<file path="src/design/bf_ram.sv">
`default_nettype none

module bf_ram #(
    parameter int WIDTH = 32,
    parameter int DEPTH = 64
) (
    input  wire logic                     clk,
    input  wire logic                     we,
    input  wire logic [$clog2(DEPTH)-1:0] waddr,
    input  wire logic [WIDTH-1:0]         wdata,
    input  wire logic [$clog2(DEPTH)-1:0] raddr,
    output logic      [WIDTH-1:0]         rdata
);

    logic [WIDTH-1:0] mem [DEPTH];

    // read returns the old word when it collides with a write
    always_ff @(posedge clk)
    begin
        if (we)
        begin
            mem[waddr] <= wdata;
        end
        rdata <= mem[raddr];
    end

endmodule

`default_nettype wire

</file>
<file path="config.mk">
export PLATFORM = sky130hd
export DESIGN_NAME = bf_ram
export DESIGN_NICKNAME = d
export VERILOG_FILES = /design/src/design/bf_ram.sv
export SDC_FILE = /design/constraint.sdc
export NUM_CORES = 2
export LEC_CHECK = 0
export BUFFER_PORTS_ARGS = -buffer_cell sky130_fd_sc_hd__buf_4
export CELL_PAD_IN_SITES_DETAIL_PLACEMENT = 1
export CELL_PAD_IN_SITES_GLOBAL_PLACEMENT = 2
export CORE_ASPECT_RATIO = 0.7
export CORE_MARGIN = 10
export CORE_UTILIZATION = 45
export DETAILED_ROUTE_END_ITERATION = 7
export GPL_TIMING_DRIVEN = 0
export HOLD_SLACK_MARGIN = 0.03
export PLACE_DENSITY = 0.81
export SLEW_MARGIN = 10
export SYNTH_ARGS = -nofsm -noshare
export SYNTH_HDL_FRONTEND = slang
export SYNTH_SLANG_ARGS = --single-unit
</file>
<file path="constraint.sdc">
create_clock -name clk -period 4.35 [get_ports clk]
set_input_delay 0.435 -clock clk [delete_from_list [all_inputs] [get_ports clk]]
set_output_delay 0.435 -clock clk [all_outputs]
set_load 0.03 [all_outputs]
</file>
==> impl_metrics.env <==
export IMPL_grt_use_total_pct=26.3
export IMPL_num_vias=41000
export IMPL_worst_slew_pin_slew_ns=1.47
export IMPL_nNetsFinal=3736
export IMPL_drt_first_pass_iters=8
export IMPL_numCtsBuffers=189
export IMPL_hpwl_um=169000
export IMPL_fin_skew_ns=0.0438
export IMPL_ir_drop_v=0.000367
export IMPL_clkTransAtPathRegs_ns=0.07
export IMPL_grt_max_degree=65
export IMPL_drv_slew=0
export IMPL_p_int_mw=32.1
export IMPL_power_clock_fraction_pct=40.3
export IMPL_die_y_um=369
export IMPL_synthFlopType="edfxtp_1"
export IMPL_cpPeakStageDelay_ns=1.02
export IMPL_finalHoldWorstSlack_ns=0.166
export IMPL_drive_gt1_share_pct=29.9
export IMPL_initial_core_util_pct=45.2
export IMPL_synth_area_leaders="edfxtp_1 (78%), mux4_2 (16%), mux2i_1 (1.2%), dfxtp_1 (0.82%), o22ai_1 (0.67%)"
export IMPL_syn_inst=3324
export IMPL_ys_seq_elements=2080
export IMPL_rsz0062_at_grt="no"
export IMPL_grt_overflow=0
export IMPL_htree_num_levels=4
export IMPL_hp_class="in2reg"
export IMPL_die_x_um=519
export IMPL_cts_tree="built"
export IMPL_avgSynthCellArea_um2=23.6
export IMPL_gp_congestion=0.848
export IMPL_grt_pass1_wl_um=349000
export IMPL_numPortBuffers=69
export IMPL_vias_per_cell=6.61
export IMPL_wl_per_cell_um=41.5
export IMPL_synth_largest_area_cell="edfxtp_1"
export IMPL_die_area_um2=192000
export IMPL_root_buffer="clkbuf_16"
export IMPL_power_density_nw_per_um2=458
export IMPL_clock_sinks=2080
export IMPL_drcViolationCount=0
export IMPL_netSwitchingPower_mw=9.46
export IMPL_startpoint_type="input port"
export IMPL_path_max_fanout=10
export IMPL_insertion_delay_ns=0.85
export IMPL_coreArea_um2=174000
export IMPL_yosysTopAreaCellShare_pct=78.3
export IMPL_end_kind="register"
export IMPL_max_slew_margin_pct=1.67
export IMPL_p_seq_share_pct=53.5
export IMPL_ys_warnings_count=0
export IMPL_antenna_left=0
export IMPL_fin_crit_sh_pct=99.3
export IMPL_grt_pass1_vias=41300
export IMPL_async_reset_ff_share_pct=0
export IMPL_ys_seq_area_share_pct=79.1
export IMPL_leakagePower_nw=28.1
export IMPL_ioPinCount=78
export IMPL_power_frac_comb_pct=6.1
export IMPL_syn_num_nets=3370
export IMPL_path_class="in2reg"
export IMPL_finalHoldViolations=0
export IMPL_swShare_pct=22.8
export IMPL_cp_arrival_ns=5.03
export IMPL_crit_chain="buf_2 -> buf_2 -> nand2b_1 -> buf_1 -> clkbuf_1 -> o22ai_1 -> nor2_1 -> a21oi_1 -> nor2_1"
export IMPL_slowest_stage="nor2_1"
export IMPL_yosysUniqueCellTypes=34
export IMPL_placement_rows=128
export IMPL_status="complete, no violations"
export IMPL_maxCapViolations=0
export IMPL_crit_required_ns=5.06
export IMPL_syn_cell_area_um2=78500
export IMPL_finalSetupViolations=0
export IMPL_fin_util_pct=52.2
export IMPL_clk_path_buf_depth=3
export IMPL_ctsHoldBuffers=0
export IMPL_wl_um=257000
export IMPL_fmax_mhz=232
export IMPL_fin_crit_ns=4.32
export IMPL_area_growth_synth_to_final_pct=15.6
export IMPL_drtIter0Drc=7967
export IMPL_antenna_found_initial=10
export IMPL_synth_edff_count=2048
-- state kept, by name, summed over array words and instances, names as in the netlist --
name / cells
mem: 2048
rdata: 32
-- cells by family after synthesis --
kind of cell | after synthesis | share of synthesized area [%]
flip-flops | 2080 | 79.1
AND/OR/NAND/NOR | 223 | 1.27
multiplexers | 637 | 16.8
buffers and inverters | 182 | 1.13
AO/OA/AOI/OAI | 202 | 1.67
-- power groups by stage --
stage,Sequential [mW],Clock [mW],Combinational (mW)
2_1_floorplan,22.7,0,1.08
3_3_place_gp,22.7,0,2.33
3_5_place_dp,22.7,0,2.45
4_1_cts,22.2,16.8,2.47
5_1_grt,22.2,17.6,2.60
6_report,22.2,16.8,2.54
-- cell usage after synthesis, types with 12 or more instances --
cell         n
a21oi_1     62
dfxtp_1     32
buf_4       25
mux4_2     544
buf_1       21
o221ai_1    27
edfxtp_1  2048
nor2b_1     15
nand2_1     26
clkbuf_1    74
a22oi_1     12
o22ai_1     84
mux2i_1     93
nor2_1     137
buf_2       57
-- placed cells by master (no fill, tap or decap), drive strengths merged, types with 7 or more instances in the layout --
cell,n
inv,10
clkbuf,316
bufinv,14
nor3,7
a22oi,12
buf,282
o221ai,27
nor2b,15
clkinvlp,9
mux2i,93
o22ai,84
edfxtp,2048
dfxtp,32
nor2,137
clkinv,78
a21oi,62
a311oi,8
nand2b,8
nand2,26
mux4,544
-- stage by stage --
step / setup TNS [ns] / setup slack [ns] / cell area (µm²) / power [mW] / instances
2_1_floorplan: 0 / 0.755 / 78500 / 23.8 / 3324
3_3_place_gp: -2112.49 / -2.80 / 82000 / 25.0 / 5733
3_5_place_dp: -2.76 / -0.466 / 84600 / 25.1 / 5837
4_1_cts: 0 / 0.434 / 90700 / 41.5 / 6189
5_1_grt: 0 / 0.0193 / 90700 / 42.4 / 6191
6_report: 0 / 0.0307 / 90700 / 41.5 / 6196
-- final timing paths --
kind                          endpoint  slack (ns)  cells after the start             startpoint
hold reg to reg      rdata[17]$_DFF_P_        1.01                      4  mem[28][17]$_DFFE_PP_
setup reg to reg     rdata[27]$_DFF_P_        1.80                      5  mem[57][27]$_DFFE_PP_
hold / removal    mem[11][3]$_DFFE_PP_        0.17                      1               wdata[3]
setup / recovery     rdata[27]$_DFF_P_        0.03                      9               raddr[1]
-- per-layer routing --
| layer | track usage, % | routed length, µm | share of wire [%] | vias to the layer above |
|---|---|---|---|---|
| li1 | - | - | - | 15000 |
| met1 | 36.0 | 93200 | 36 | 21800 |
| met2 | 38.3 | 113000 | 44 | 3494 |
| met3 | 9.68 | 39200 | 15 | 619 |
| met4 | 11.0 | 12200 | 4.7 | 4 |
| met5 | 0 | 25 | 0.0097 | - |
-- worst max-delay path: cells and delay by family --
kind                   cells  cell delay (ns)
AND/OR/NAND/NOR            3             1.56
AO/OA/AOI/OAI              2             0.54
buffers and inverters      4             2.44
-- timing repair --
action | 4_1_cts | 5_1_grt
setup endpoints to repair | 0 | 1
hold endpoints to repair | 0 | 0
resized for setup | 0 | 1
buffers inserted | 0 | 0
-- area by class of cell --
class / count / area (µm²)
fill: 14900 / 83000
timing repair buffer: 175 / 2680
buffer: 182 / 901
clock buffer: 241 / 5030
antenna: 5 / 12.5
tap: 2340 / 2930
multi-input combinational: 1062 / 16000
sequential: 2080 / 62100
clock inverter: 111 / 1080
No activity file was read; power rests on OpenSTA's default activity.
