File: src/design/bf_pkg.sv
`default_nettype none

package bf_pkg;

    localparam int WEIGHT_W  = 25;
    localparam int DIST_W    = 32;
    localparam int NODE_W    = 6;
    localparam int CNT_W     = 7;
    localparam int SRC_W     = 6;
    localparam int CFG_IDX_W = 1;
    localparam int CFG_W     = 7;

    localparam logic signed [DIST_W-1:0] NO_EDGE  = 32'sd10000000;
    localparam logic signed [DIST_W-1:0] DIST_MAX = 32'sh7FFF_FFFF;
    localparam logic signed [DIST_W-1:0] DIST_MIN = 32'sh8000_0000;

    localparam logic [CFG_IDX_W-1:0] CFG_NODE_COUNT  = 1'b0;
    localparam logic [CFG_IDX_W-1:0] CFG_SOURCE_NODE = 1'b1;

    typedef enum logic [9:0] {
        S_LOAD   = 10'b00_0000_0001,
        S_INIT   = 10'b00_0000_0010,
        S_ROW    = 10'b00_0000_0100,
        S_ROWCHK = 10'b00_0000_1000,
        S_EDGE   = 10'b00_0001_0000,
        S_DRAIN  = 10'b00_0010_0000,
        S_DECIDE = 10'b00_0100_0000,
        S_EMRD   = 10'b00_1000_0000,
        S_EMLD   = 10'b01_0000_0000,
        S_NEG    = 10'b10_0000_0000
    } state_t;

    typedef struct packed {
        logic                     hit;
        logic signed [DIST_W-1:0] cand;
    } relax_res_t;

endpackage

`default_nettype wire

File: src/design/bf_relax.sv
`default_nettype none

module bf_relax
    import bf_pkg::*;
(
    input  wire logic                       valid,
    input  wire logic                       reach_v,
    input  wire logic signed [DIST_W-1:0]   du,
    input  wire logic signed [WEIGHT_W-1:0] w,
    input  wire logic signed [DIST_W-1:0]   dv,
    output relax_res_t                      res
);

    logic signed [DIST_W-1:0] w_ext;
    logic signed [DIST_W:0]   sum;
    logic signed [DIST_W-1:0] cand;
    logic                     has_edge;

    assign w_ext    = DIST_W'(w);
    assign has_edge = (w_ext < NO_EDGE);
    assign sum      = (DIST_W+1)'(du) + (DIST_W+1)'(w_ext);

    // two top bits differ on overflow; sign of the wide sum picks the rail
    always_comb
    begin
        if (sum[DIST_W] != sum[DIST_W-1])
        begin
            cand = sum[DIST_W] ? DIST_MIN : DIST_MAX;
        end
        else
        begin
            cand = sum[DIST_W-1:0];
        end
    end

    assign res.cand = cand;
    assign res.hit  = valid && has_edge && (!reach_v || (cand < dv));

endmodule

`default_nettype wire

File: config.mk
export PLATFORM = sky130hd
export DESIGN_NAME = bf_relax
export DESIGN_NICKNAME = d
export VERILOG_FILES = /design/src/design/bf_pkg.sv /design/src/design/bf_relax.sv
export SDC_FILE = /design/constraint.sdc
export NUM_CORES = 1
export LEC_CHECK = 0
export BUFFER_PORTS_ARGS = -buffer_cell sky130_fd_sc_hd__clkbuf_2
export CORE_MARGIN = 2
export CORE_UTILIZATION = 35
export DETAILED_ROUTE_END_ITERATION = 10
export PLACE_DENSITY = 0.68
export SLEW_MARGIN = 20
export SYNTH_ARGS = -nofsm -noshare
export SYNTH_HDL_FRONTEND = slang
export SYNTH_SLANG_ARGS = --single-unit
File: constraint.sdc
create_clock -name vclk -period 19.35
set_clock_uncertainty 0.15 [all_clocks]
set_input_delay 3.87 -clock vclk [all_inputs]
set_output_delay 3.87 -clock vclk [all_outputs]
set_load 0.02 [all_outputs]
==> results of run 1 <==
routing by layer:
metal | wire, um | track usage | vias up | part of all wire
li1 | - | - | 1752 | -
met1 | 4160 | 0.264 | 1521 | 0.48
met2 | 4060 | 0.329 | 91 | 0.47
met3 | 421 | 0.00395 | 4 | 0.048
met4 | 49 | 0.0121 | 0 | 0.0056
met5 | 0 | 0 | - | 0
critical path: cells and delay by family:
kind	cells	cell delay, ps
AOI/OAI and AO/OA	10	2330
and+or+nand+nor	4	1070
adders and majority gates	3	980
xor gates and xnor gates	1	320
buffers and inverters	2	290
per-stage QoR:
step	total power, mW	area [um^2]	util	std cells	worst slack, ps
6_report	0.189	3580	0.441	623	6470
5_1_grt	0.211	3580	0.441	623	5980
4_1_cts	0.189	3580	0.441	623	6460
3_5_place_dp	0.188	3580	0.441	623	6470
3_3_place_gp	0.185	3580	0.441	623	6620
2_1_floorplan	0.133	2900	-	405	7070
logic make-up after synthesis:
family	after synthesis	synth area share
muxes	1	0.00345
AOI/OAI and AO/OA	149	0.342
and+or+nand+nor	107	0.200
adders and majority gates	70	0.299
buffers and inverters	53	0.0801
xor gates and xnor gates	25	0.0754
power by group:
part | internal [mW] | total [mW] | switching (mW)
sequential | 0 | 0 | 0
combinational | 0.0724 | 0.189 | 0.116
clock | 0 | 0 | 0
total | 0.0724 | 0.189 | 0.116
final timing paths:
path,startpoint,to,slack [ps],cells after the start
setup / recovery,du[6],res[32],6470,20
hold / removal,reach_v,res[32],8010,4
area by class of cell:
class              instances  share of cell area
well taps                105              0.0366
repair buffers           125               0.175
multi-input cells        352               0.745
inverters                 41              0.0429
cell usage after synthesis (2+ instances only):
cell type / number
o21a_1: 4
nor2b_1: 3
maj3_1: 6
xor2_1: 15
a211oi_1: 7
and2_1: 3
inv_1: 41
buf_2: 4
nor2_1: 18
a31o_2: 4
o21bai_1: 2
a21o_1: 11
nand4_1: 6
clkbuf_1: 2
nand4_4: 2
buf_6: 3
nand2_1: 29
a311oi_1: 2
a2111o_1: 2
o21ai_0: 43
a221o_1: 2
or2_2: 2
o211ai_1: 6
and4_1: 3
or3_1: 3
o31ai_1: 2
ha_1: 62
nor3_1: 13
o21ai_1: 3
and3_1: 7
a21oi_1: 38
clkbuf_2: 2
o31a_1: 2
nand3_1: 11
a2111oi_0: 4
nand2b_1: 3
xnor2_1: 10
==> metrics.yaml, run 1 <==
die_x_um: 95.1
seq_cell_count: 0
final_cell_mix: "clkbuf_2, ha_1, o21ai_0"
setup_viol: 0
cp-start-kind: "input pin"
finalHoldViolations: 0
cp.required_ps: 15330
max_slew.worst_pin.slew_ps: 847
nNetsFinal: 674
status: "finished clean"
whs_ps: 8010
die_h_um: 95.1
grt_pass1_wl_um: 14100
fp-row-count: 33
power.leakage_nw: 1.88
synth_nets: 559
hp-class: "input pin to output port"
grt_use_total: 0.186
cp_slowest_cell: "nand2_1"
postRouteAntennaNets: 0
cp.arrival_ps: 8860
drc: 0
period_share: 0.666
antenna_found_initial: 0
drt-pass1-iter-count: 4
gp_congestion: 0.896
postCtsSetupBuffers: 0
area_growth_pct: 23.4
ir_worst_vdd_v: 0.0000160
worstPathMaxFanout: 25
drv_slew: 0
core_um2: 8130
port_buffers: 124
worstSetupPathType: "input pin to output port"
nFillCells: 860
insertedDiodeCount: 0
slowest_delay_ps: 540
crit_chain: "clkbuf_2 -> ha_1 -> a2111oi_0 -> o21ai_1 -> nand4_1 -> nand2_1 -> a31oi_4 -> xnor2_1 -> nand2_1 -> o21ai_0 -> ha_1 -> a211oi_1 -> o21ai_0 -> o2111ai_1 -> o211ai_1 -> a41o_1 -> maj3_2 -> and2_1 -> a221oi_2 -> clkbuf_2"
netlist_top_cells_area: "ha_1, o21ai_0, a21oi_1, inv_1, xor2_1"
finalCriticalPeriod_ps: 12880
clock_buffers: 0
fmax_mhz: 77.6
area.sequential_um2: 0
start_util: 0.357
synth_seq_area_share: 0
place_hpwl_um: 7720
relSlewSlack: 0.421
syn_area_per_cell_um2: 7.17
final_common_cell: "clkbuf_2"
grt_max_degree: 26
drt_iter0_drc: 147
first_global_vias: 3093
yosysTopAreaCell: "ha_1"
syn_inst: 405
wl_um: 8690
post_drt_wl_per_cell_um: 14.0
netlist-cell-type-count: 62
rsz0062_at_grt: "no"
synth.cell_area_um2: 2900
ctsResizeCount: 0
grt_overflow: 0
vias: 3368
fin_tns_setup_ps: 0
crit_path_end_kind: "output port"
multi_input_area_um2: 2670
powerDensity_nw_per_um2: 52.6
ios: 124
cap_violations: 0
synth_warnings: 0
via_per_inst: 5.41
die-area_um2: 9040
yosysTopAreaCellShare: 0.267
hold_buffers: 0
drive_above_1_share: 0.276
Power figures use the tool's default switching activity.
==> run 2, diff against run 1 <==
--- a/config.mk
+++ b/config.mk
@@ -9,7 +9,7 @@
 export CORE_MARGIN = 2
 export CORE_UTILIZATION = 35
 export DETAILED_ROUTE_END_ITERATION = 10
-export PLACE_DENSITY = 0.68
+export PLACE_DENSITY = 0.7
 export SLEW_MARGIN = 20
 export SYNTH_ARGS = -nofsm -noshare
 export SYNTH_HDL_FRONTEND = slang
==> constraint.sdc (replaced) <==
create_clock -name vclk -period 11.75
set_clock_uncertainty 0.15 [all_clocks]
set_input_delay 2.35 -clock vclk [all_inputs]
set_output_delay 2.35 -clock vclk [all_outputs]
set_load 0.02 [all_outputs]
==> run 2 against run 1 <==
Net effect:
- combinational power up 65%
- global-route usage up 0.096 points
- via count down 0.80%
- first-iteration DRC count down 15%
- final cell count unchanged
- power up 65%
- sequential cell count unchanged
- critical endpoint unchanged
- largest cell class unchanged
==> metrics.yaml, run 2 (synthesized netlist as in run 1, its figures left out) <==
status: "finished clean"
p_switching_mw: 0.192
seq_power_share: 0
antenna_found_initial: 0
final_common_cell: "clkbuf_2"
slowest_delay_ps: 540
finalCriticalPeriod_ps: 9970
crit_chain: "clkbuf_2 -> ha_1 -> a2111oi_0 -> o21ai_1 -> nand4_1 -> nand2_1 -> a31oi_4 -> xnor2_1 -> nand2_1 -> o21ai_0 -> ha_1 -> or3_1 -> o2111ai_1 -> o211ai_1 -> a41o_1 -> maj3_2 -> and2_1 -> a221oi_2 -> clkbuf_2"
postCtsSetupBuffers: 0
cp.arrival_ps: 7470
die_x_um: 95.1
switching_share: 0.617
drv_slew: 0
ir_worst_vdd_v: 0.0000274
startpoint: "du[6]"
ios: 124
hold_buffers: 0
grt_max_degree: 26
area.sequential_um2: 0
clock_buffers: 0
via_per_inst: 5.36
finalHoldViolations: 0
drt-pass1-iter-count: 4
cp_top_family: "compound AO/OA/AOI/OAI gates"
cp_slowest_cell: "nand2_1"
postRouteAntennaNets: 0
grt_use_total: 0.187
period_share: 0.849
worstSetupPathType: "input pin to output port"
ctsResizeCount: 0
grt_pass1_wl_um: 14000
port_buffers: 124
powerDensity_nw_per_um2: 87.0
place_hpwl_um: 7730
gp_congestion: 0.894
die-area_um2: 9040
crit_path_end_kind: "output port"
nFillCells: 841
post-place-ws_ps: 1910
hold_end: "res[32]"
insertedDiodeCount: 0
worstPathMaxFanout: 25
wl_um: 8670
drt_iter0_drc: 125
fmax_mhz: 100
drive_above_1_share: 0.276
dp.cells: 623
fin_tns_setup_ps: 0
vias: 3341
drc: 0
power.combinational.fraction: 1.000
seq_cell_count: 0
area_growth_pct: 23.4
first_global_vias: 3094
start_util: 0.357
grt_overflow: 0
nNetsFinal: 674
post_drt_wl_per_cell_um: 13.9
setup_viol: 0
path_buf_inv: 2
cp-start-kind: "input pin"
final_cell_mix: "clkbuf_2, ha_1, o21ai_0"
core_um2: 8130
postLayoutSetupSlackWorst_ps: 1780
cp.required_ps: 9250
power.leakage_nw: 1.88
die_h_um: 95.1
relSlewSlack: 0.559
cap_violations: 0
min_from: "reach_v"
hp-class: "input pin to output port"
fp-row-count: 33
clkPwrFrac: 0
max_slew.worst_pin.slew_ps: 644
final_cells: 623
rsz0062_at_grt: "no"
hold-path-cell-count: 4
p_int_mw: 0.119
[run 2: layout make-up]
class / count / area [um^2] / share of cell area
repair buffers: 125 / 628 / 0.175
inverters: 41 / 154 / 0.0429
multi-input cells: 352 / 2670 / 0.745
well taps: 105 / 131 / 0.0366
[run 2: stage by stage]
stage               hold slack (ps)  utilization  total power, mW  instance area, um^2
finish                         5000        0.441            0.312                 3580
global route                   5030        0.441            0.345                 3580
detailed placement             4980        0.441            0.310                 3580
global placement               4980        0.441            0.305                 3580
CTS                            4990        0.441            0.311                 3580
floorplan                      4690            -            0.219                 2900
[run 2: power groups by stage]
stage | sequential (mW) | combinational [mW] | clock (mW)
6_report | 0 | 0.312 | 0
5_1_grt | 0 | 0.345 | 0
3_5_place_dp | 0 | 0.310 | 0
4_1_cts | 0 | 0.311 | 0
3_3_place_gp | 0 | 0.305 | 0
2_1_floorplan | 0 | 0.219 | 0
[run 2: how the worst max path moves through the flow]
stage	end	depth (start not counted)
2_1_floorplan	res[32]	18
3_3_place_gp	res[32]	20
3_5_place_dp	res[32]	20
4_1_cts	res[32]	20
5_1_grt	res[32]	20
6_report	res[32]	19
[run 2: layer usage]
layer,global-route usage,routed length [um]
met1,0.265,4040
met2,0.325,4060
met3,0.00632,459
met4,0.0217,106
met5,0,0
